==> src/cfc_pkg.sv <==
// Types, constants and helper functions of the complex FIR channel convolver.
// No dependencies; used by every other file of the block but the macros header.
package cfc_pkg;

	localparam int SMP_W      = 16;
	localparam int WORD_W     = 2 * SMP_W;
	localparam int FRAC_BITS  = 13;
	localparam int PROD_W     = 2 * SMP_W + 1;
	localparam int ACC_W      = PROD_W + 3;
	localparam int Q_W        = ACC_W - FRAC_BITS;
	localparam int NREG_TAPS  = 4;
	localparam int TAP_SEL_W  = 2;
	localparam int TAP_CNT_W  = 3;
	localparam int CFG_IDX_W  = 3;
	localparam int CFG_DATA_W = 32;

	localparam logic [CFG_IDX_W-1:0] REG_TAP_COUNT = 3'd0;
	localparam logic [CFG_IDX_W-1:0] REG_TAP0      = 3'd1;
	localparam logic [CFG_IDX_W-1:0] REG_TAP_LAST  = 3'd4;

	localparam logic [TAP_CNT_W-1:0] TAP_COUNT_RESET = 3'd1;
	localparam logic [WORD_W-1:0]    TAP0_RESET      = 32'h2000_0000;

	typedef enum logic {
		SEQ_PASS,
		SEQ_FLUSH
	} seq_state_t;

	// One word handed from the sequencer to the cell row.
	typedef struct packed {
		logic              fire;
		logic              last;
		logic              clr;
		logic [WORD_W-1:0] x;
	} feed_t;

	typedef struct packed {
		logic signed [ACC_W-1:0] re;
		logic signed [ACC_W-1:0] im;
	} acc_pair_t;

	// Floor shift by the fraction width, then clamp to the sample range.
	function automatic logic [SMP_W-1:0] sat_shift(input logic signed [ACC_W-1:0] acc);
		logic signed [Q_W-1:0] q;
		logic [SMP_W-1:0] r;
		q = acc[ACC_W-1:FRAC_BITS];
		if ((&q[Q_W-1:SMP_W-1]) || !(|q[Q_W-1:SMP_W-1])) begin
			r = q[SMP_W-1:0];
		end else if (q[Q_W-1]) begin
			r = {1'b1, {(SMP_W-1){1'b0}}};
		end else begin
			r = {1'b0, {(SMP_W-1){1'b1}}};
		end
		return r;
	endfunction

endpackage

==> src/cfc_seq.sv <==
// Input sequencer: passes samples to the cell row and inserts the zero tail
// after a burst end. Depends on cfc_pkg.
module cfc_seq (
	input  logic                           clk,
	input  logic                           arst_n,
	input  logic                           in_valid,
	output logic                           in_ready,
	input  logic signed [cfc_pkg::SMP_W-1:0] sample_re,
	input  logic signed [cfc_pkg::SMP_W-1:0] sample_im,
	input  logic                           burst_end,
	input  logic [cfc_pkg::TAP_CNT_W-1:0]  n_eff,
	input  logic                           adv,
	output cfc_pkg::feed_t                 feed
);

	cfc_pkg::seq_state_t state_q, state_d;
	logic [cfc_pkg::TAP_CNT_W-1:0] cnt_q, cnt_d;
	logic single;

	assign single = (n_eff == cfc_pkg::TAP_CNT_W'(1));

	always_ff @(posedge clk or negedge arst_n) begin
		if (!arst_n) begin
			state_q <= cfc_pkg::SEQ_PASS;
			cnt_q   <= '0;
		end else begin
			state_q <= state_d;
			cnt_q   <= cnt_d;
		end
	end

	always_comb begin
		state_d = state_q;
		cnt_d   = cnt_q;
		in_ready = 1'b0;
		feed.fire = 1'b0;
		feed.last = 1'b0;
		feed.clr  = 1'b0;
		feed.x    = '0;
		case (state_q)
			cfc_pkg::SEQ_PASS: begin
				in_ready  = adv;
				feed.fire = in_valid && adv;
				feed.x    = {sample_re, sample_im};
				feed.last = burst_end && single;
				feed.clr  = burst_end && single;
				if (feed.fire && burst_end && !single) begin
					state_d = cfc_pkg::SEQ_FLUSH;
					cnt_d   = n_eff - cfc_pkg::TAP_CNT_W'(1);
				end
			end
			cfc_pkg::SEQ_FLUSH: begin
				// Tail words carry zero input; the final one clears the delay line.
				feed.fire = adv;
				feed.last = (cnt_q == cfc_pkg::TAP_CNT_W'(1));
				feed.clr  = feed.last;
				if (adv) begin
					cnt_d = cnt_q - cfc_pkg::TAP_CNT_W'(1);
					if (feed.last) begin
						state_d = cfc_pkg::SEQ_PASS;
					end
				end
			end
			default: begin
				state_d = cfc_pkg::SEQ_PASS;
			end
		endcase
	end

endmodule

==> config.mk <==
export PLATFORM = sky130hd
export DESIGN_NAME = cfc_seq
export DESIGN_NICKNAME = d
export VERILOG_FILES = /design/src/cfc_pkg.sv /design/src/cfc_seq.sv
export SDC_FILE = /design/constraint.sdc
export NUM_CORES = 1
export LEC_CHECK = 0
export BUFFER_PORTS_ARGS = -buffer_cell sky130_fd_sc_hd__buf_2
export CAP_MARGIN = 40
export CORE_UTILIZATION = 29
export CTS_BUF_LIST = sky130_fd_sc_hd__clkbuf_4
export DETAILED_ROUTE_END_ITERATION = 7
export GPL_ROUTABILITY_DRIVEN = 0
export PLACE_DENSITY = 0.77
export SETUP_SLACK_MARGIN = 0.2
export SLEW_MARGIN = 20
export SYNTH_ARGS = -nofsm -noshare
export SYNTH_HDL_FRONTEND = slang
export SYNTH_SLANG_ARGS = --single-unit
==> constraint.sdc <==
create_clock -name clk -period 1.2 [get_ports clk]
set_input_delay 0.12 -clock clk [delete_from_list [all_inputs] [get_ports clk]]
set_output_delay 0.12 -clock clk [all_outputs]
set_load 0.05 [all_outputs]
* Word-level counts from Yosys, hierarchy flattened
Index checks and enable logic that the tools add are counted.
Storage, ports and cells: input bits 40, output and inout bits 36, bits in registers 4, word-level logic and storage cells 25
Operators by class: bitwise logic cells 1, add/sub/neg operators 2, reductions and logical operators 6, muxes and demuxes 10, eq/ne operators 4
Operators by type and width (number):
- $mux 32 | 1
- $pmux 3 s2 | 2
- $eq 3x1->1 const B | 2
- $mux 3 | 2
- $sub 3x1->3 const B | 2
- $logic_and 1x1->1 | 4
- $mux 1 | 4
- $ne 2x2->1 const B | 2
- $pmux 1 s2 | 1
- $reduce_and 2->1 | 1
- $logic_not 1->1 | 1
- $not 1->1 | 1

* Depth between registers and ports, before layout
depth after elaboration 5, mapped depth 6, gate-level depth less buffers 6

* Least setup slack after synthesis
Ideal clock, no wire load.
kind register to register, start point register state_q, end point register cnt_q[2] (netlist bit), buffers on the path 0, stages on the path, launching flop included 4, setup time 0.083 ns, data required time 1.117 ns, setup slack -0.357 ns, period minus slack after synthesis 1.557 ns, arrival time 1.474 ns, path through dfrtp_1 -> nor2b_1 -> a32oi_1 -> o21ai_0
Between the ends: longest elaborated chain between the ends 3, elaborated cells between the ends (all ways) 5, those cells by class 2 x eq/ne; 1 x mux; 1 x bitwise; 1 x reduce/logical
Ends and longest elaborated chain:
- start, declared | RTL line cfc_seq.sv:16 | cfc_pkg::seq_state_t state_q, state_d;
- start signal, assigned | RTL line cfc_seq.sv:24 | state_q <= cfc_pkg::SEQ_PASS;
- start signal, assigned | RTL line cfc_seq.sv:27 | state_q <= state_d;
- $not 1->1
- $ne 2x2->1 (no source line)
- $reduce_and 2->1 (no source line)
- end signal, assigned | RTL line cfc_seq.sv:28 | cnt_q <= cnt_d;
- end, declared | RTL line cfc_seq.sv:17 | logic [cfc_pkg::TAP_CNT_W-1:0] cnt_q, cnt_d;
Parallel ways exist; a longest one is shown, timed or not. A chain may end at the register's enable or synchronous reset.

==> key figures <==
Outcome
  • Status: finished with violations
  • Failing checks: setup timing

Yosys
  • Number of synthesized register bits: 4
  • Top cells by count, synth: nor2b_1 (32), inv_1 (6), dfrtp_1 (4), ha_1 (4)
  • Ranking of synthesized cells by area: nor2b_1 (34%), dfrtp_1 (17%), ha_1 (8.4%)
  • Top-area cell type share of the netlist area: between 30 and 40%
  • Syn Inst Count: 74
  • Top-count cell post-synth: nor2b_1
  • Primary FF master, synth: dfrtp_1
  • Total of warnings raised by yosys: 0
  • Syn_area_per_cell: between 8 and 9 um^2
  • Cell taking the most area after synthesis: nor2b_1
  • Syn_nets: between 100 and 150
  • FFs w/ async S/R, synth: 100%
  • Seq/Total Area, Yosys: between 15 and 20%
  • EDFF count, synth: 0
  • Mapped cell area: just under 600 um^2
  • Synth cell types: 25

Route
  • Final WL: around 2300 um
  • Starting DRT DRC Count: 14
  • Routed via count: 816
  • Pre-antenna DRT Iters: 4
  • Drt wl/cell: 13.0 um
  • Residual DRC: 0
  • DR vias/cell: approximately 4.5
  • Routed Antenna Nets: 0

GRT
  • Vias in the first global route: just over 800
  • GRT Util Overall: 21.4%
  • First-pass GRT wire length: between 3000 and 4000 um
  • Initial antenna violation count: 0
  • GRT overflow: 0
  • Largest net degree at the start of global routing: 26

Die
  • Die height: 47.3 um
  • IO Pins: 76
  • Chip Width: about 47 um
  • Placeable Area: slightly below 0.002 mm^2
  • FP Rows: 16
  • Die ar.: roughly 0.0022 mm^2
  • Starting Density: approximately 31%

Pwr
  • Pleak: ~0.82 nW
  • Pwr Density: about 2400 mW/mm^2
  • Peak supply drop: ~2.3 mV

Job
  • Max-Cap Viols: 0

Clock tree
  • Root buf cell: clkbuf_4
  • Clock Path Buffers: 2
  • TritonCTS Buffers: 3
  • Worst-Skew Late Latency: between 0.2 and 0.3 ns
  • Setup bufs post-CTS: 0
  • Number of H-tree levels: 1
  • CTS tree: yes
  • CTS sink cnt: 4
  • Worst-path clk slew: around 0.05 ns

Place
  • # port buffers: between 70 and 80
  • Post-Place Cell Area: 0.00127 mm^2
  • Dpl ws: -0.160 ns
  • Hpwl dp: 1580 um
  • Placed insts: between 150 and 200

Timing
  • Clock period minus worst slack: ~1.5 ns
  • Final Hold Fails: 0
  • Setup-failing EPs final: 38
  • Final setup margin: -0.304 ns
  • Max transition margin: between 80% and 90%
  • Fin crit share: 125%
  • Final slew viol count: 0
  • Worst-Margin Slew: around 0.23 ns
  • RSZ-0062 raised after global routing: true
  • Worst clock skew: 0.0129 ns
  • Fmax: ~0.66 GHz

Setup path
  • CP peak stage delay: about 0.51 ns
  • Critical path type: reg -> out
  • CP Capture Type: output port
  • Reg2reg path depth: 4
  • Slowest CP cell: dfrtp_4
  • Critical-path cell list: nor4bb_4 -> a31o_2 -> buf_6
  • Startpoint type of the worst setup path: flop
  • CP arrival: 1.38 ns
  • CP max FO: 3
  • Worst path required time: 1.08 ns

Cells and area
  • Fraction of layout cells with a size suffix above 1: 81.7%
  • Fin cells: 180
  • Ant diodes: 0
  • # nets final: roughly 200
  • Layout area overhead: 165%
  • Final instance area: around 0.0016 mm^2

Min path
  • Hold Path Class: in -> reg
  • Hold Crit Depth: 2
[stage by stage]
stage,power (mW),utilization (%),TNS [ns],hold slack (ns)
final,3.80,81.0,-6.71,0.211
after detailed placement,3.03,65.2,-0.488,-0.0692
after global placement,2.97,65.2,-0.371,-0.0711
after CTS,3.74,80.2,-6.96,0.194
after global routing,3.98,81.0,-8.57,0.205
after floorplan,2.49,-,-0.190,-0.176
[worst paths after layout]
kind                                      startpoint                    to  slack, ns
worst min-delay path                             adv  cnt_q[1]$_DFFE_PN0P_       0.21
max in group asynchronous                     arst_n     state_q$_DFF_PN0_       0.85
worst max-delay path               state_q$_DFF_PN0_              feed[32]      -0.30
worst min register to register  cnt_q[1]$_DFFE_PN0P_  cnt_q[1]$_DFFE_PN0P_       0.55
min in group asynchronous                     arst_n  cnt_q[2]$_DFFE_PN0P_       0.22
worst max register to register     state_q$_DFF_PN0_  cnt_q[1]$_DFFE_PN0P_      -0.02
[logic make-up after synthesis]
family / synth area share [%]
flops: 16.8
buf+inv: 11.2
fa+ha+maj: 8.42
simple gates: 45.0
compound gates: 17.1
xor+xnor: 1.47
[layout make-up]
type                       count  area, um^2
multi-input combinational     58         683
fill                         123         369
tap                           27        33.8
clock buffer                   4        30.0
sequential                     4         104
timing repair buffer          81         699
inverter                       6        22.5
[metal layers]
metal	track usage [%]	vias to the layer above	wire length [um]
met1	19.5	382	781
met4	10.3	0	0
met2	44.7	36	1480
met3	2.69	0	88
met5	0	-	0
li1	-	398	-
[layout by cell type (no fill, tap or decap), drive strengths merged]
master / netlist / layout
a2bb2oi: 1 / 1
o21a: 2 / 2
nor4bb: 1 / 1
nand2: 1 / 1
nand3: 1 / 1
buf: 6 / 80
ha: 4 / 4
dfrtp: 4 / 4
nor3b: 1 / 1
xor2: 1 / 1
a31o: 1 / 1
a41oi: 1 / 1
a21oi: 2 / 2
nor3: 1 / 1
dlygate4sd3: 0 / 1
inv: 6 / 6
a32oi: 1 / 1
and2b: 2 / 2
nor2b: 32 / 32
clkbuf: 0 / 4
o21ai: 3 / 3
nand4b: 1 / 1
nand3b: 1 / 1
a22o: 1 / 1
[worst max-delay path, delay by kind of cell, from the launching register on]
family	cells	cell delay (ns)
AO/OA/AOI/OAI	1	0.19
buffers and inverters	1	0.17
flip-flops	1	0.51
AND/OR/NAND/NOR	1	0.27
[flip-flops by register name, indices dropped and copies added (netlist names)]
signal,flops
cnt_q,3
state_q,1
[power by group]
group / internal [mW] / switching (mW) / leakage, nW
registers: 0.214 / 0.0748 / 0.0432
logic: 1.30 / 1.99 / 0.755
clock network: 0.148 / 0.0678 / 0.0184
total: 1.66 / 2.13 / 0.817
[what timing repair did]
action                                 CTS  global route
hold buffers                             1             0
setup endpoints to repair               40            40
endpoints found under the hold margin    4             0
gates resized for setup                 77             7
pin swaps                                0             1
No activity file was read; power rests on OpenSTA's default activity.
